===== config.mk =====
export PLATFORM = sky130hd
export DESIGN_NAME = quoted_literal_unescape_core
export DESIGN_NICKNAME = d
export VERILOG_FILES = /design/src/hw/rtl/qlu_pkg.sv /design/src/hw/rtl/qlu_front.sv /design/src/hw/rtl/qlu_queue.sv /design/src/hw/rtl/qlu_back.sv /design/src/hw/rtl/quoted_literal_unescape_core.sv
export SDC_FILE = /design/constraint.sdc
export NUM_CORES = 1
export LEC_CHECK = 0
export ABC_AREA = 1
export BUFFER_PORTS_ARGS = -buffer_cell sky130_fd_sc_hd__buf_2
export CAP_MARGIN = 20
export CORE_MARGIN = 1.5
export CORE_UTILIZATION = 40
export DETAILED_ROUTE_END_ITERATION = 16
export PLACE_DENSITY_LB_ADDON = 0.1
export SKIP_LAST_GASP = 1
export SYNTH_ARGS = -nofsm -noshare
export SYNTH_HDL_FRONTEND = slang
export SYNTH_SLANG_ARGS = --single-unit

===== constraint.sdc =====
create_clock -name clk -period 2.5 [get_ports clk]
set_input_delay 0.25 -clock clk [delete_from_list [all_inputs] [get_ports clk]]
set_output_delay 0.25 -clock clk [all_outputs]
set_load 0.01 [all_outputs]

===== src/hw/rtl/qlu_pkg.sv =====
// Shared types and constants for the quoted literal unescape core.
// No dependencies; imported by every module of the block.
package qlu_pkg;

  localparam logic [7:0] CH_DQ  = 8'h22;  // double quote
  localparam logic [7:0] CH_SQ  = 8'h27;  // single quote
  localparam logic [7:0] CH_BS  = 8'h5C;  // backslash
  localparam logic [7:0] CH_NL  = 8'h0A;  // newline
  localparam logic [7:0] CH_TAB = 8'h09;  // horizontal tab
  localparam logic [7:0] CH_LN  = 8'h6E;  // letter n
  localparam logic [7:0] CH_LT  = 8'h74;  // letter t
  localparam logic [7:0] CH_LX  = 8'h78;  // letter x

  typedef enum logic [2:0] {
    ST_OK      = 3'd0,
    ST_EOL     = 3'd1,
    ST_INC_ESC = 3'd2,
    ST_BAD_ESC = 3'd3,
    ST_BAD_HEX = 3'd4,
    ST_INC_HEX = 3'd5,
    ST_NOT_LIT = 3'd6
  } status_t;

  typedef enum logic [1:0] {
    PH_PLAIN = 2'd0,
    PH_ESC   = 2'd1,
    PH_HEX1  = 2'd2,
    PH_HEX2  = 2'd3
  } phase_t;

  typedef enum logic [1:0] {
    ESC_CHAR = 2'd0,
    ESC_HEX  = 2'd1,
    ESC_BAD  = 2'd2
  } esc_t;

  // One classified source byte as it travels from the front to the back.
  typedef struct packed {
    logic [7:0] src;
    logic       ends;
    logic       is_dq;
    logic       is_sq;
    logic       is_bs;
    logic       is_nl;
    logic       hex_ok;
    logic [3:0] hex_val;
    esc_t       esc_kind;
    logic [7:0] esc_char;
  } item_t;

endpackage


===== src/hw/rtl/qlu_front.sv =====
// Front end of the quoted literal unescape core: accepts source bytes and
// classifies them for the back end. Depends on qlu_pkg.
module qlu_front (
  input  logic           in_valid,
  output logic           in_ready,
  input  logic [7:0]     source_byte,
  input  logic           input_ends,
  input  logic           q_full,
  output logic           q_push,
  output qlu_pkg::item_t q_item
);
  import qlu_pkg::*;

  assign in_ready = !q_full;
  assign q_push   = in_valid && !q_full;

  always_comb begin
    q_item          = '0;
    q_item.src      = source_byte;
    q_item.ends     = input_ends;
    q_item.is_dq    = (source_byte == CH_DQ);
    q_item.is_sq    = (source_byte == CH_SQ);
    q_item.is_bs    = (source_byte == CH_BS);
    q_item.is_nl    = (source_byte == CH_NL);

    // Hex digit value; the low nibble of the offset form is the digit.
    if (source_byte >= 8'h30 && source_byte <= 8'h39) begin
      q_item.hex_ok  = 1'b1;
      q_item.hex_val = source_byte[3:0];
    end else if ((source_byte >= 8'h61 && source_byte <= 8'h66) ||
                 (source_byte >= 8'h41 && source_byte <= 8'h46)) begin
      q_item.hex_ok  = 1'b1;
      q_item.hex_val = 4'(source_byte[3:0] + 4'd9);
    end

    // Meaning of this byte if it follows a backslash.
    unique case (source_byte)
      CH_BS:  begin q_item.esc_kind = ESC_CHAR; q_item.esc_char = CH_BS;  end
      CH_LN:  begin q_item.esc_kind = ESC_CHAR; q_item.esc_char = CH_NL;  end
      CH_LT:  begin q_item.esc_kind = ESC_CHAR; q_item.esc_char = CH_TAB; end
      CH_DQ:  begin q_item.esc_kind = ESC_CHAR; q_item.esc_char = CH_DQ;  end
      CH_SQ:  begin q_item.esc_kind = ESC_CHAR; q_item.esc_char = CH_SQ;  end
      CH_LX:  begin q_item.esc_kind = ESC_HEX;  q_item.esc_char = 8'h00;  end
      default: begin q_item.esc_kind = ESC_BAD; q_item.esc_char = 8'h00;  end
    endcase
  end

endmodule


===== src/hw/rtl/qlu_queue.sv =====
// Short first-in first-out queue of classified bytes between the front and
// the back of the quoted literal unescape core. Depends on qlu_pkg.
module qlu_queue #(
  parameter int DEPTH = 4
) (
  input  logic           clk,
  input  logic           rst,
  input  logic           push,
  input  qlu_pkg::item_t push_item,
  output logic           full,
  input  logic           pop,
  output logic           not_empty,
  output qlu_pkg::item_t head
);
  import qlu_pkg::*;

  localparam int AW = (DEPTH > 1) ? $clog2(DEPTH) : 1;
  localparam int CW = $clog2(DEPTH + 1);

  item_t          mem [DEPTH];
  logic [AW-1:0]  wr_ptr;
  logic [AW-1:0]  rd_ptr;
  logic [CW-1:0]  count;

  assign full      = (count == CW'(DEPTH));
  assign not_empty = (count != '0);
  assign head      = mem[rd_ptr];

  always_ff @(posedge clk) begin
    if (push) begin
      mem[wr_ptr] <= push_item;
    end
  end

  always_ff @(posedge clk) begin
    if (rst) begin
      wr_ptr <= '0;
      rd_ptr <= '0;
      count  <= '0;
    end else begin
      if (push) begin
        wr_ptr <= (wr_ptr == AW'(DEPTH - 1)) ? '0 : AW'(wr_ptr + 1'b1);
      end
      if (pop) begin
        rd_ptr <= (rd_ptr == AW'(DEPTH - 1)) ? '0 : AW'(rd_ptr + 1'b1);
      end
      if (push && !pop) begin
        count <= CW'(count + 1'b1);
      end else if (pop && !push) begin
        count <= CW'(count - 1'b1);
      end
    end
  end

`ifndef SYNTHESIS
  a_count_bound: assert property (@(posedge clk) disable iff (rst)
    count <= CW'(DEPTH))
    else $error("queue count exceeds depth");
  a_count_grow: assert property (@(posedge clk) disable iff (rst)
    push && !pop |=> count == CW'($past(count) + 1'b1))
    else $error("queue count did not grow on push");
  a_count_shrink: assert property (@(posedge clk) disable iff (rst)
    pop && !push |=> count == CW'($past(count) - 1'b1))
    else $error("queue count did not shrink on pop");
`endif

endmodule


===== src/hw/rtl/qlu_back.sv =====
// Back end of the quoted literal unescape core: literal state, escape
// decoding and the output register. Depends on qlu_pkg.
module qlu_back (
  input  logic              clk,
  input  logic              rst,
  input  logic              q_valid,
  input  qlu_pkg::item_t    q_item,
  output logic              q_pop,
  output logic              out_valid,
  input  logic              out_ready,
  output logic [7:0]        decoded_byte,
  output logic              is_end,
  output qlu_pkg::status_t  status,
  output logic              quote_style
);
  import qlu_pkg::*;

  logic       in_literal, in_literal_next;
  logic       quote_kind, quote_kind_next;
  logic       skip_next, skip_next_next;
  phase_t     phase, phase_next;
  logic [3:0] high_nibble, high_nibble_next;
  logic       first_digit_bad, first_digit_bad_next;
  status_t    latched_error, latched_error_next;

  logic       emit, emit_end, emit_style;
  logic [7:0] emit_byte;
  status_t    emit_status;
  logic       load;

  // The output register takes a new word whenever it is empty or being read.
  assign load  = !out_valid || out_ready;
  assign q_pop = q_valid && load;

  always_comb begin
    logic got;
    logic [7:0] ch;
    logic close_quote;
    logic pend;

    in_literal_next      = in_literal;
    quote_kind_next      = quote_kind;
    skip_next_next       = skip_next;
    phase_next           = phase;
    high_nibble_next     = high_nibble;
    first_digit_bad_next = first_digit_bad;
    latched_error_next   = latched_error;
    emit        = 1'b0;
    emit_end    = 1'b0;
    emit_byte   = 8'h00;
    emit_status = ST_OK;
    emit_style  = quote_kind;
    got         = 1'b0;
    ch          = 8'h00;
    close_quote = 1'b0;
    pend        = 1'b0;

    if (q_pop) begin
      if (!in_literal) begin
        if (q_item.is_dq || q_item.is_sq) begin
          in_literal_next      = !q_item.ends;
          quote_kind_next      = q_item.is_sq;
          skip_next_next       = 1'b0;
          phase_next           = PH_PLAIN;
          high_nibble_next     = 4'h0;
          first_digit_bad_next = 1'b0;
          latched_error_next   = ST_OK;
          if (q_item.ends) begin
            emit        = 1'b1;
            emit_end    = 1'b1;
            emit_status = ST_EOL;
            emit_style  = q_item.is_sq;
          end
        end else begin
          emit        = 1'b1;
          emit_end    = 1'b1;
          emit_status = ST_NOT_LIT;
          emit_style  = 1'b0;
        end
      end else begin
        close_quote = !skip_next && !q_item.is_bs &&
                      (quote_kind ? q_item.is_sq : q_item.is_dq);
        if (q_item.is_nl || close_quote) begin
          emit     = 1'b1;
          emit_end = 1'b1;
          if (q_item.is_nl) begin
            emit_status = skip_next ? ST_INC_ESC : ST_EOL;
          end else if (latched_error != ST_OK) begin
            emit_status = latched_error;
          end else begin
            unique case (phase)
              PH_HEX1: emit_status = ST_INC_HEX;
              PH_HEX2: emit_status = ST_BAD_HEX;
              PH_ESC:  emit_status = ST_INC_ESC;
              default: emit_status = ST_OK;
            endcase
          end
        end else begin
          pend           = !skip_next && q_item.is_bs;
          skip_next_next = pend;
          if (latched_error == ST_OK) begin
            unique case (phase)
              PH_PLAIN: begin
                if (q_item.is_bs) begin
                  phase_next = PH_ESC;
                end else begin
                  got = 1'b1;
                  ch  = q_item.src;
                end
              end
              PH_ESC: begin
                phase_next = PH_PLAIN;
                unique case (q_item.esc_kind)
                  ESC_CHAR: begin
                    got = 1'b1;
                    ch  = q_item.esc_char;
                  end
                  ESC_HEX: phase_next = PH_HEX1;
                  default: latched_error_next = ST_BAD_ESC;
                endcase
              end
              PH_HEX1: begin
                first_digit_bad_next = !q_item.hex_ok;
                high_nibble_next     = q_item.hex_ok ? q_item.hex_val : 4'h0;
                phase_next           = PH_HEX2;
              end
              default: begin
                phase_next = PH_PLAIN;
                if (first_digit_bad || !q_item.hex_ok) begin
                  latched_error_next = ST_BAD_HEX;
                end else begin
                  got = 1'b1;
                  ch  = {high_nibble, q_item.hex_val};
                end
              end
            endcase
          end
          if (q_item.ends) begin
            emit        = 1'b1;
            emit_end    = 1'b1;
            emit_status = pend ? ST_INC_ESC : ST_EOL;
          end else if (got) begin
            emit      = 1'b1;
            emit_byte = ch;
          end
        end
        // Every end result inside a literal returns the decoder to idle.
        if (emit_end) begin
          in_literal_next      = 1'b0;
          skip_next_next       = 1'b0;
          phase_next           = PH_PLAIN;
          high_nibble_next     = 4'h0;
          first_digit_bad_next = 1'b0;
          latched_error_next   = ST_OK;
        end
      end
    end
  end

  always_ff @(posedge clk) begin
    if (rst) begin
      in_literal      <= 1'b0;
      quote_kind      <= 1'b0;
      skip_next       <= 1'b0;
      phase           <= PH_PLAIN;
      high_nibble     <= 4'h0;
      first_digit_bad <= 1'b0;
      latched_error   <= ST_OK;
      out_valid       <= 1'b0;
    end else begin
      in_literal      <= in_literal_next;
      quote_kind      <= quote_kind_next;
      skip_next       <= skip_next_next;
      phase           <= phase_next;
      high_nibble     <= high_nibble_next;
      first_digit_bad <= first_digit_bad_next;
      latched_error   <= latched_error_next;
      if (load) begin
        out_valid <= emit;
      end
    end
  end

  always_ff @(posedge clk) begin
    if (load && emit) begin
      decoded_byte <= emit_byte;
      is_end       <= emit_end;
      status       <= emit_status;
      quote_style  <= emit_style;
    end
  end

`ifndef SYNTHESIS
  a_char_ok: assert property (@(posedge clk) disable iff (rst)
    out_valid && !is_end |-> status == ST_OK)
    else $error("character word carries a nonzero status");
  a_not_lit: assert property (@(posedge clk) disable iff (rst)
    out_valid && status == ST_NOT_LIT |-> is_end && !quote_style && !$past(in_literal))
    else $error("not-literal word is malformed");
  a_end_idle: assert property (@(posedge clk) disable iff (rst)
    emit && emit_end |=> !in_literal && latched_error == ST_OK)
    else $error("decoder not idle after an end word");
`endif

endmodule


===== src/hw/rtl/quoted_literal_unescape_core.sv =====
// Top level of the quoted literal unescape core.
// Depends on qlu_pkg, qlu_front, qlu_queue and qlu_back.
//
// Usage: source text enters one byte per word on the input channel
// (source_byte, with input_ends set on the last byte of the text). While
// idle, a double or single quote opens a literal; any other byte yields an
// end word with the not-literal status. Inside a literal each decoded
// character leaves as one word with is_end low, and the literal closes with
// one word with is_end high that carries the status and the quote style.
// On an error status the receiver should discard the characters it got.
// The front classifies each byte and pushes it into a short queue of
// QUEUE_DEPTH entries; the back runs the literal decoder and owns the
// output register. Accepted bytes pass through the queue into the output
// register. Without receiver stalls both channels sustain one word per cycle.
// When the receiver stalls, the output register holds its word, the back
// stops draining the queue, and in_ready drops only once the queue is full.
// Reset (synchronous, active high) empties the queue, drops out_valid and
// returns the decoder to idle outside any literal.
module quoted_literal_unescape_core #(
  parameter int QUEUE_DEPTH = 4
) (
  input  logic       clk,
  input  logic       rst,
  input  logic       in_valid,
  output logic       in_ready,
  input  logic [7:0] source_byte,
  input  logic       input_ends,
  output logic       out_valid,
  input  logic       out_ready,
  output logic [7:0] decoded_byte,
  output logic       is_end,
  output logic [2:0] status,
  output logic       quote_style
);
  import qlu_pkg::*;

  item_t   push_item;
  item_t   head_item;
  logic    q_push;
  logic    q_full;
  logic    q_pop;
  logic    q_valid;
  status_t status_w;

  // Classification of incoming bytes.
  qlu_front u_front (
    .in_valid    (in_valid),
    .in_ready    (in_ready),
    .source_byte (source_byte),
    .input_ends  (input_ends),
    .q_full      (q_full),
    .q_push      (q_push),
    .q_item      (push_item)
  );

  // Decoupling queue so the front keeps taking bytes while the back stalls.
  qlu_queue #(
    .DEPTH (QUEUE_DEPTH)
  ) u_queue (
    .clk       (clk),
    .rst       (rst),
    .push      (q_push),
    .push_item (push_item),
    .full      (q_full),
    .pop       (q_pop),
    .not_empty (q_valid),
    .head      (head_item)
  );

  // Literal decoder and output register.
  qlu_back u_back (
    .clk          (clk),
    .rst          (rst),
    .q_valid      (q_valid),
    .q_item       (head_item),
    .q_pop        (q_pop),
    .out_valid    (out_valid),
    .out_ready    (out_ready),
    .decoded_byte (decoded_byte),
    .is_end       (is_end),
    .status       (status_w),
    .quote_style  (quote_style)
  );

  assign status = status_w;

endmodule


# Word level (Yosys, flattened, before mapping)
# Memories as Yosys holds them, arrays and structs flattened. A register that Yosys moved wholly into a read port is not among the register bits.
# Cells that the tools add are included.
dict set report classes {
  n_addsub 5
  mul 0
  n_div 0
  order_cmp 6
  n_eq_ne 21
  n_shift 0
  muxes 84
  bitwise_logic 4
  n_reduce_logical 39
}
# op count
set op_table {}
lappend op_table {{one-hot mux 10 bit (6 select lines)} 1}
lappend op_table {{two-way mux 3 bit} 15}
lappend op_table {{two-way mux 1 bit} 38}
lappend op_table {{equality test 8 x 7 -> 1 bit (second input constant)} 4}
lappend op_table {{two-way mux 4 bit} 7}
lappend op_table {{two-way mux 2 bit} 13}
lappend op_table {{two-way mux 8 bit} 3}
lappend op_table {{one-hot mux 8 bit (3 select lines)} 1}
lappend op_table {{equality test 8 x 6 -> 1 bit (second input constant)} 2}
lappend op_table {{>= comparator 8 x 7 -> 1 bit (second input constant)} 2}
lappend op_table {{<= comparator 8 x 7 -> 1 bit (second input constant)} 2}
lappend op_table {{inequality test 3 bit (second input constant)} 4}
lappend op_table {{logical AND 1 bit} 11}
lappend op_table {{two-way mux 5 bit} 2}
lappend op_table {{AND reduction 5 bit} 2}
lappend op_table {{one-hot mux 3 bit (3 select lines)} 1}
lappend op_table {{equality test 2 bit (second input constant)} 4}
lappend op_table {{equality test 8 x 4 -> 1 bit (second input constant)} 1}
lappend op_table {{>= comparator 8 x 6 -> 1 bit (second input constant)} 1}
lappend op_table {{<= comparator 8 x 6 -> 1 bit (second input constant)} 1}
lappend op_table {{zero test 1 bit} 8}
lappend op_table {{inequality test 4 bit (second input constant)} 2}
lappend op_table {{AND reduction 7 bit} 1}
lappend op_table {{one-hot mux 2 bit (3 select lines)} 1}
lappend op_table {{18 further kinds} 32}
dict set report totals {
  regBits 34
  latchBits 0
  ramBits 112
  romBits 0
  output_inout_bits 15
  mem_count 1
}
# name depth width rd rd_ports_with_merged_regs write_ports line
set memory_table {}
lappend memory_table {u_queue.mem 4 28 1 1 1 qlu_queue.sv:20} ;# item_t mem [DEPTH];

# Logic depth before layout (Yosys ltp)
# Gate-level depths: netlist of the first run.
dict set report logic_depth {
  word_depth 14
  ltp_mapped 16
}

# Hierarchy
# A second synthesis of the first run with hierarchy kept.
dict set report hier_totals {
  cells_unflattened 624
  hier_area_um2 6612.6
}
# mod n_inst cells_per_inst area_per_inst_um2 seq_area_each_um2
set by_module_without_submodules {}
lappend by_module_without_submodules {qlu_queue 1 331 4616.9 3543.4}
lappend by_module_without_submodules {qlu_back 1 203 1516.5 650.6}
lappend by_module_without_submodules {qlu_front 1 90 479.2 0.0}

# Least setup slack after synthesis of the first run
# Ideal clock, no wire load.
dict set report synth_timing {
  path_type {flip-flop to flip-flop}
  from {register u_queue.count[1]}
  to {memory u_queue.mem[0][0] in the netlist's numbering, enable pin}
  setup_ns 0.409
  t_arrival_ns 1.870
  path_slack_ns 0.221
  stages_incl_launch_ff 5
  path_buffers 0
  synth_period_minus_slack_ns 2.279
  cell_sequence {dfxtp_1 -> inv_1 -> nand3_1 -> nand2_1 -> nor2_1}
}
dict set report synth_between {
  elab_chain_cells 5
}
# element line
set synth_lines {}
lappend synth_lines {{from (decl)} qlu_queue.sv:23} ;# logic [CW-1:0] count;
lappend synth_lines {{from (signal assigned)} qlu_queue.sv:48} ;# count <= CW'(count + 1'b1);
lappend synth_lines {{from (signal assigned)} qlu_queue.sv:50} ;# count <= CW'(count - 1'b1);
lappend synth_lines {{equality test 3 bit} qlu_queue.sv:25} ;# assign full = (count == CW'(DEPTH));
lappend synth_lines {{zero test 1 bit} -}
lappend synth_lines {{named net in_ready} quoted_literal_unescape_core.sv:25} ;# output logic in_ready,
lappend synth_lines {{logical AND 1 bit} qlu_front.sv:15} ;# assign q_push = in_valid && !q_full;
lappend synth_lines {{two-way mux 1 bit} qlu_queue.sv:30} ;# if (push) begin
lappend synth_lines {{two-way mux 1 bit (not written as such)} qlu_queue.sv:31} ;# mem[wr_ptr] <= push_item;
lappend synth_lines {{to (decl)} qlu_queue.sv:20}
# The timed path passes the listed nets, and every way through them passes these cells.

==> results of run 1 <==
## power groups by stage
| stage | Sequential (mW) | Combinational [mW] | Clock [mW] |
|---|---|---|---|
| finish | 3.24 | 3.18 | 2.53 |
| global route | 3.29 | 3.63 | 2.68 |
| CTS | 3.24 | 3.22 | 2.59 |
| detailed placement | 3.29 | 3.21 | 0 |
| global placement | 3.28 | 3.17 | 0 |
| floorplan | 3.28 | 2.28 | 0 |
## kinds of logic (layout without fill, tap and decap cells)
kind of cell | count (synthesis) | after routing | share of synthesized area
flip-flops | 139 | 139 | 0.636
XOR/XNOR | 1 | 1 | 0.00141
adder cells (fa/ha/maj) | 11 | 11 | 0.0233
AO/OA/AOI/OAI | 106 | 106 | 0.0968
AND/OR/NAND/NOR | 250 | 250 | 0.182
buffers and inverters | 87 | 142 | 0.0604
## synth_stat cells, types with 2 or more instances
library cell  number
o21ai_1            4
o31ai_1            2
o21ai_0           48
clkbuf_1           9
a21oi_1           19
nand3_2            4
o22ai_1           17
inv_2              4
nor3_1             2
nor2_8             2
a31oi_1            6
nand3_1           35
nand2_4            2
inv_1             63
nand2_1          111
nor2_1            72
buf_2              5
dfxtp_1           22
ha_1              10
buf_6              3
edfxtp_1         117
nor2_2             2
nand4_1            7
nor4_1             4
nand2_2            4
## worst reg2reg max path: cells and delay by family, from the launching register on
family,cells,cell delay [ps]
AND/OR/NAND/NOR,8,970
flip-flops,1,560
AO/OA/AOI/OAI,1,230
buffers and inverters,1,180
## through the flow
step	hold WS [ps]	cell area, um2	util	setup WS (ps)	std cells
after floorplan	319	6220	-	221	594
after global placement	460	6600	0.434	472	805
after detailed placement	479	6600	0.434	415	805
after CTS	31.9	7190	0.473	401	837
after global routing	34.4	7190	0.473	170	837
final	50.1	7190	0.473	392	837
## state kept, by name (all words and copies together) (netlist names), 2 cells and up, named ones only
signal	flops
u_queue.mem	104
u_back.decoded_byte	8
u_back.high_nibble	4
u_back.status	3
u_queue.count	3
u_back.latched_error	2
u_back.phase	2
u_queue.rd_ptr	2
u_queue.wr_ptr	2
## path summary, 6_finish.rpt
check                                         endpoint  slack [ps]  depth (start not counted)
worst max register to register  u_back.decoded_byte[3]         390                         10
worst min-delay path                  u_back.skip_next          50                          2
worst min register to register        u_queue.count[2]         510                          2
worst max-delay path            u_back.decoded_byte[3]         390                         10
## layer usage
layer,vias to the layer above,wire length (um)
li1,2138,-
met1,2059,6980
met2,91,6150
met3,19,538
met4,0,280
met5,-,0
## final cells by class
class,instances,area share
inverter,68,0.0362
tap,188,0.0327
clock buffer,17,0.0591
clock inverter,15,0.0240
multi-input combinational,368,0.264
timing repair buffer,42,0.0344
sequential,139,0.550
==> results.tsv, run 1 <==
metric	value	unit
status	completed	
area grow syn2layout	15.7	%
GP Congestion	0.788	
Yosys reg bits	139	
Final HPWL DP	9.33	mm
Post-Syn Area	0.00622	mm2
sequential power share	0.362	
grt ovf	0	
Final Cycle Share	0.843	
Wirelength per Cell	16.7	um
Vias	4307	
# setup viols final	0	
CTS Buf Count	17	
commonest non-fill, non-tap cell in the layout	edfxtp_1	
Port Buffer Count	27	
CP peak stage delay	560	ps
Worst setup EP type	flip-flop	
GRT Max-Usage Layer	met2	
syn_nets	618	
Hold Startpoint	rst	
first-pass GRT wire length	22.6	mm
Max Cap Viol	0	
Final ANT Viol Nets	0	
Slowest-stage cell, CP	dfxtp_2	
nets	660	
CP cell instances	inv_6 > nand2_1 > nand3_1 > nand3_1 > nand2_2 > nand2_4 > nand2_4 > nor2_8 > nand4_4 > a31oi_1	
DRC errors left	0	
final setup TNS	0	ps
family with the most delay on the worst path	simple AND/OR/NAND/NOR gates	
Psw	3.40	mW
initial core utilization	0.409	
Pre-antenna DRT Iters	5	
CTS Root Cell	clkbuf_16	
Int Pwr	5.55	mW
Hold Crit Class	in -> reg	
combinational share of power	0.355	
DR vias/cell	5.15	
Iter 0 DRT Violations	358	
Startpoint Class	flip-flop	
WP data required	2750	ps
Syn. warnings	0	
routed wire length	14.0	mm
buffers plus inverters on the worst setup path	1	
core area	0.0152	mm2
met1 GRT Util	0.257	
clock sink total	139	
post-synth top area share	0.565	
maximum clock path buffer count	2	
Max Freq	474	MHz
post-cts sizing count	0	
postcts setup bufs	0	
Post-synth EDFFs	117	
Worst-Skew Late Latency	420	ps
maximum vdd ir drop	597	uV
Switching Share	0.380	
met3 GRT Util	0.0434	
Reg clk slew, reported paths	60	ps
initial antenna violation count	0	
Synth Flop Type	edfxtp_1	
Synth area leaders	edfxtp_1, dfxtp_1, nand2_1	
row cnt	45	
critical-path maximum fanout	33	
vias in the first global route	4247	
ANT cells	0	
asr flop ratio synth	0	
Crit Path Class	reg -> reg	
filler instances	1402	
met2 Usage GRT	0.278	
library cells used by synthesis	45	
clock share of power	0.283	
RSZ-0062 raised after global routing	false	
Syn Area/Cell	10.5	um2
largest net degree at the start of global routing	34	
worst rel slew slack	0.466	
LEAKAGE	2.82	nW
hold_buf cts	0	
die area	0.0163	mm2
Final Hold Vio Count	0	
htree depth	4	
Slew @ Worst Pin	793	ps
Slew Limit Fails	0	
Die Y-Extent	128	um
leading area contributor after synthesis	edfxtp_1	
Overall Power	8.95	mW
Tmin final	2110	ps
die width	128	um
io pins	28	
Syn Inst Count	594	
sequential area share after synthesis	0.636	
CP arrival	2350	ps
Tot GR Track Use	0.185	
CTS tree	built	
commonest non-fill, non-tap cells in the layout	edfxtp_1, nand2_1, nor2_1, inv_1, o21ai_0	
register area	0.00396	mm2
Max Clock Skew	7.89	ps
power per cell area	1240	mW/mm2
Multi-input gate area	0.00190	mm2
share of cells above drive strength 1	0.153	
Note: power is estimated with default switching activity, not from simulation.
==> inputs of run 2 (changes only) <==
==> constraint.sdc (replaced) <==
create_clock -name clk -period 1.9 [get_ports clk]
set_input_delay 0.19 -clock clk [delete_from_list [all_inputs] [get_ports clk]]
set_output_delay 0.19 -clock clk [all_outputs]
set_load 0.01 [all_outputs]
==> run 2 against run 1 <==
Net effect:
- setup slack worse by 290 ps
- combinational power up 52%
- cell count up 2.9%
- clock-buffer cell count unchanged
- core utilization up 2.1 points
- die area unchanged
- non-clock buffer count up 24
==> results.tsv, run 2 (synthesis results as in run 1) <==
metric	value	unit	change
maximum vdd ir drop	783	uV	+31%
Iter 0 DRT Violations	464		+30%
Max Freq	555	MHz	+17%
worst slack, placed	31.8	ps	-383 ps
DR vias/cell	5.14		about the same
worst rel slew slack	0.702		+0.236
post-route setup slack	98.3	ps	-294 ps
Max Cap Viol	0		unchanged
Overall Power	12.2	mW	+36%
Wirelength per Cell	16.7	um	about the same
vias in the first global route	4297		+1.2%
nets	684		+3.6%
Worst R2R End	u_back.is_end		
WP data required	2030	ps	-720 ps
io pins	28		unchanged
grt ovf	0		unchanged
Final HPWL DP	9.68	mm	+3.7%
initial antenna violation count	0		unchanged
Crit Path Class	reg -> reg		
RSZ-0062 raised after global routing	true		
CP cell instances	buf_12 > nand2_1 > nand3_1 > nand2_1 > nor2_2 > nand2_4 > nand2_4 > nor2_8 > a21oi_4 > buf_12		
die width	128	um	unchanged
Biggest register	u_queue.mem		
share of cells above drive strength 1	0.199		+0.0466
LEAKAGE	2.96	nW	+4.9%
initial core utilization	0.409		unchanged
Die Y-Extent	128	um	unchanged
Vias	4428		+2.8%
commonest non-fill, non-tap cell in the layout	edfxtp_1		
Largest register FFs	104		unchanged
CP endpoint	u_back.is_end		
maximum clock path buffer count	2		unchanged
Max Clock Skew	8.38	ps	+0.492 ps
Hold Crit Class	in -> reg		
Tot GR Track Use	0.190		+0.00466
power per cell area	1630	mW/mm2	+31%
routed wire length	14.4	mm	+2.9%
Slew @ Worst Pin	442	ps	-351 ps
# setup viols final	0		unchanged
clock sink total	139		unchanged
status	completed		
commonest non-fill, non-tap cells in the layout	edfxtp_1, nand2_1, nor2_1, inv_1, o21ai_0		
CTS Root Cell	clkbuf_16		
cell depth of the worst flop-to-flop path	10		unchanged
die area	0.0163	mm2	unchanged
Pre-antenna DRT Iters	5		unchanged
htree depth	4		unchanged
Slowest-stage cell, CP	dfxtp_4		
Worst setup EP type	flip-flop		
Tmin final	1800	ps	-306 ps
row cnt	45		unchanged
core area	0.0152	mm2	unchanged
Startpoint Class	flip-flop		
Worst-Skew Late Latency	420	ps	about the same
area grow syn2layout	20.9	%	
Port Buffer Count	27		unchanged
first-pass GRT wire length	23.1	mm	+2.2%
Final Cycle Share	0.948		+0.105
Reg2Reg Setup Slack	100	ps	-290 ps
Final Hold Vio Count	0		unchanged
Slew Limit Fails	0		unchanged
critical-path maximum fanout	14		-58%
CTS Buf Count	17		unchanged
filler instances	1361		-2.9%
Reg clk slew, reported paths	60	ps	about the same
largest registers	u_queue.mem: 104 flops, u_back.decoded_byte: 8 flops, u_back.high_nibble: 4 flops		
Final ANT Viol Nets	0		unchanged
CP arrival	1930	ps	-420 ps
ANT cells	0		unchanged
CP peak stage delay	410	ps	-150 ps
DRC errors left	0		unchanged
largest net degree at the start of global routing	27		-21%
GP Congestion	0.871		+11%
CTS tree	built		
## run 2: power breakdown
part | internal (mW) | total (mW) | switching, mW | leakage, nW
Sequential | 4.00 | 4.25 | 0.250 | 1.21
Combinational | 1.66 | 4.82 | 3.16 | 1.47
Clock | 1.82 | 3.15 | 1.33 | 0.268
Total | 7.47 | 12.2 | 4.74 | 2.96
## run 2: worst max-delay path, delay by kind of cell, from the launching register on
kind / cells / cell delay, ps
AND/OR/NAND/NOR: 7 / 630
flip-flops: 1 / 410
AO/OA/AOI/OAI: 1 / 160
buffers and inverters: 2 / 310
## run 2: worst min-delay path by stage
stage,end,from,cells past startpoint,slack [ps]
6_report,u_queue.mem[2][26],source_byte[6],1,20
5_1_grt,u_queue.mem[2][26],source_byte[6],1,30
4_1_cts,u_queue.mem[1][26],source_byte[6],1,10
3_5_place_dp,u_queue.mem[1][19],input_ends,1,410
3_3_place_gp,u_queue.mem[1][19],input_ends,1,410
2_1_floorplan,u_back.quote_kind,rst,1,260
## run 2: timing repair
action / CTS / global route
gates resized for setup: 0 / 23
hold buffers: 2 / 0
setup buffers: 0 / 1
endpoints found under the setup margin: 0 / 32
endpoints found under the hold margin: 7 / 0
## run 2: metrics by stage
step	utilization	cells	hold slack, ps	instance area (um2)	TNS [ps]
detailed placement	0.449	825	410	6830	0
global route	0.494	861	25.1	7520	-420
CTS	0.488	859	13.7	7410	0
finish	0.494	861	22.1	7520	0
floorplan	-	594	259	6220	-39490
global placement	0.449	825	407	6830	0
## run 2: layer usage
layer / vias to the layer above / part of all wire / GRT usage
met1: 2124 / 0.48 / 0.258
met5: - / 0 / 0
met4: 0 / 0.012 / 0.0549
met3: 14 / 0.040 / 0.0455
li1: 2192 / - / -
met2: 98 / 0.46 / 0.305
## run 2: final cells by class
cell class                      count  area [um2]  share of cell area
Clock inverter                     15         138              0.0183
Inverter                           68         263              0.0350
Sequential cell                   139        3960               0.527
Clock buffer                       17         425              0.0566
Tap cell                          188         235              0.0313
Multi-Input combinational cell    368        1960               0.260
Timing Repair Buffer               66         537              0.0714
==> inputs of run 3 (changes only) <==
--- a/config.mk
+++ b/config.mk
@@ -5,13 +5,14 @@
 export SDC_FILE = /design/constraint.sdc
 export NUM_CORES = 1
 export LEC_CHECK = 0
-export ABC_AREA = 1
+export ABC_AREA = 0
 export BUFFER_PORTS_ARGS = -buffer_cell sky130_fd_sc_hd__buf_2
 export CAP_MARGIN = 20
 export CORE_MARGIN = 1.5
 export CORE_UTILIZATION = 40
 export DETAILED_ROUTE_END_ITERATION = 16
 export PLACE_DENSITY_LB_ADDON = 0.1
+export RECOVER_POWER = 100
 export SKIP_LAST_GASP = 1
 export SYNTH_ARGS = -nofsm -noshare
 export SYNTH_HDL_FRONTEND = slang
==> run 3 against run 2 <==
Net effect:
- the run now ends with design-rule violations, negative setup slack left
- hold slack better by 110 ps
- sequential share of layout area down 0.68 points
- routed wire length down 9.5%
- clock skew about the same
- sequential cell count unchanged
==> results.tsv, run 3 <==
metric	value	unit	change
asr flop ratio synth	0		unchanged
Final HPWL DP	8.69	mm	-10%
sequential area share after synthesis	0.656		+0.0203
hold depth	1		unchanged
critical-path maximum fanout	8		-6
syn_nets	428		-31%
nets	529		-23%
Slew Limit Fails	0		unchanged
CTS tree	built		
Startpoint Class	flip-flop		
core area	0.0146	mm2	-3.7%
post-route setup slack	-256	ps	-354 ps
Hold Startpoint	source_byte[6]		
share of cells above drive strength 1	0.298		+0.0993
htree depth	4		unchanged
power per cell area	1540	mW/mm2	-5.4%
GP Congestion	0.805		-7.6%
commonest non-fill, non-tap cells in the layout	edfxtp_1, buf_4, nand2_1, clkbuf_1, nor2_1		
die width	126	um	-1.5%
Syn Inst Count	404		-32%
CP arrival	2410	ps	+480 ps
DRC errors left	1		+1
largest net degree at the start of global routing	27		unchanged
Iter 0 DRT Violations	227		-51%
DR vias/cell	5.29		+2.9%
Wirelength per Cell	18.6	um	+11%
Worst-Skew Late Latency	410	ps	about the same
cell depth of the worst flop-to-flop path	5		-5
Syn Area/Cell	14.9	um2	+42%
WP data required	2150	ps	+120 ps
row cnt	44		-2.2%
Synth Flop Type	edfxtp_1		
area grow syn2layout	26.3	%	
first-pass GRT wire length	21.1	mm	-8.5%
Overall Power	11.7	mW	-4.2%
final instance area	0.00761	mm2	+1.2%
clock sink total	139		unchanged
ANT cells	0		unchanged
leading area contributor after synthesis	edfxtp_1		
Placed Cells	660		-20%
Hold Crit Class	in -> reg		
status	finished, violations left		
vias in the first global route	3895		-9.4%
library cells used by synthesis	53		+18%
Final ANT Viol Nets	0		unchanged
Biggest register	u_queue.mem		
Worst R2R End	u_back.decoded_byte[6]		
Tmin final	2160	ps	+354 ps
Syn. warnings	0		unchanged
Slew @ Worst Pin	617	ps	+174 ps
Synth area leaders	edfxtp_1, mux4_2, dfxtp_1		
CTS Root Cell	clkbuf_16		
Max Cap Viol	0		unchanged
Largest register FFs	104		unchanged
grt ovf	0		unchanged
post-synth top area share	0.583		+0.0181
Worst setup EP type	flip-flop		
Max Freq	464	MHz	-16%
Reg clk slew, reported paths	60	ps	about the same
Commonest cells post-synth	edfxtp_1, nand2_1, nor2_1, mux4_2, dfxtp_1		
Post-synth EDFFs	117		unchanged
RSZ-0062 raised after global routing	true		
Tot GR Track Use	0.179		-0.0111
maximum clock path buffer count	2		unchanged
Min-Delay Endpoint	u_queue.mem[2][26]		
fin util	0.520		+0.0251
Yosys reg bits	139		unchanged
fin cells	700		-19%
maximum vdd ir drop	648	uV	-17%
Port Buffer Count	27		unchanged
CTS Buf Count	17		unchanged
Reg2Reg Setup Slack	-260	ps	-350 ps
# setup viols final	39		+39
Pre-antenna DRT Iters	10		+5
worst rel slew slack	0.589		-0.113
commonest non-fill, non-tap cell in the layout	edfxtp_1		
Post-Syn Area	0.00602	mm2	-3.1%
Area after DPL	0.00692	mm2	+1.4%
initial antenna violation count	0		unchanged
top-count cell post-synth	edfxtp_1		
Vias	3705		-16%
LEAKAGE	2.60	nW	-12%
worst slack, placed	-295	ps	-327 ps
io pins	28		unchanged
failing checks	design-rule violations, negative setup slack		
Crit Path Class	reg -> reg		
Final Cycle Share	1.13		+0.186
initial core utilization	0.411		+0.00243
routed wire length	13.0	mm	-9.5%
largest registers	u_queue.mem: 104 flops, u_back.decoded_byte: 8 flops, u_back.high_nibble: 4 flops		
die area	0.0158	mm2	-3.0%
Die Y-Extent	126	um	-1.5%
Max Clock Skew	8.01	ps	-0.369 ps
Final Hold Vio Count	0		unchanged
-- run 3: cell types whose count changed in the layout (fill, tap and decap cells not counted), sizes merged, moves of 5 or more --
cell    previous run  this run
a22oi              1         7
clkbuf            18        52
inv               74        20
mux2i              0        13
mux4               0        25
nand2            117        32
nand2b             0         9
nand3             39         5
nand4b             0         5
nor2              76        28
nor3               2         7
o21ai             52         6
o22ai             17         1
-- run 3: worst max-delay path by stage --
stage	start	to	slack [ps]	depth (start not counted)
after floorplan	flip-flop	u_back.decoded_byte[0]	-410	6
after global placement	flip-flop	u_back.decoded_byte[6]	-260	6
after detailed placement	flip-flop	u_back.decoded_byte[6]	-290	6
after CTS	flip-flop	u_back.decoded_byte[6]	-290	5
after global routing	flip-flop	u_back.decoded_byte[4]	-360	5
final	flip-flop	u_back.decoded_byte[6]	-260	5
-- run 3: where the power goes --
part,leakage (nW),switching (mW),internal [mW]
logic,1.11,2.33,2.09
registers,1.22,0.171,3.86
clock network,0.277,1.22,2.04
-- run 3: cell families after synthesis --
logic type / Yosys count / synth area share
AO/OA/AOI/OAI: 63 / 0.0773
XOR/XNOR: 2 / 0.00291
adder cells (fa/ha/maj): 11 / 0.0241
buffers and inverters: 33 / 0.0228
flip-flops: 139 / 0.656
multiplexers: 39 / 0.117
AND/OR/NAND/NOR: 117 / 0.0997
-- run 3: cell type report --
class                      instances  area [um2]
inverter                          19        71.3
timing repair buffer              96         647
fill                            1212        7040
sequential                       139        3960
tap                              184         230
clock inverter                    12         149
multi-input combinational        232        2120
clock buffer                      18         429
-- run 3: per-layer routing --
layer / share of wire / GRT usage / up-vias
met2: 0.47 / 0.287 / 83
li1: - / - / 1776
met3: 0.056 / 0.0438 / 13
met4: 0.010 / 0.0575 / 0
met1: 0.46 / 0.240 / 1833
met5: 0 / 0 / -
-- run 3: through the flow --
step / hold WS, ps / TNS (ps)
6_report: 131 / -8400
5_1_grt: 140 / -13880
2_1_floorplan: 289 / -7720
3_3_place_gp: 430 / -7590
4_1_cts: 38.3 / -8590
3_5_place_dp: 425 / -8910
-- run 3: repair_timing --
action / 4_1_cts / 5_1_grt
endpoints found under the setup margin: 39 / 40
resized for setup: 19 / 12
buffers inserted: 5 / 5
hold buffers: 1 / 0
pin swaps: 5 / 9
hold endpoints to repair: 4 / 0
-- run 3: worst max-delay path, stage by stage (launching register included) --
cell       delay [ps]
dfxtp_4           370
mux4_2            520
or3_4             390
a31oi_4           230
o2111ai_4         250
a31oi_1           230
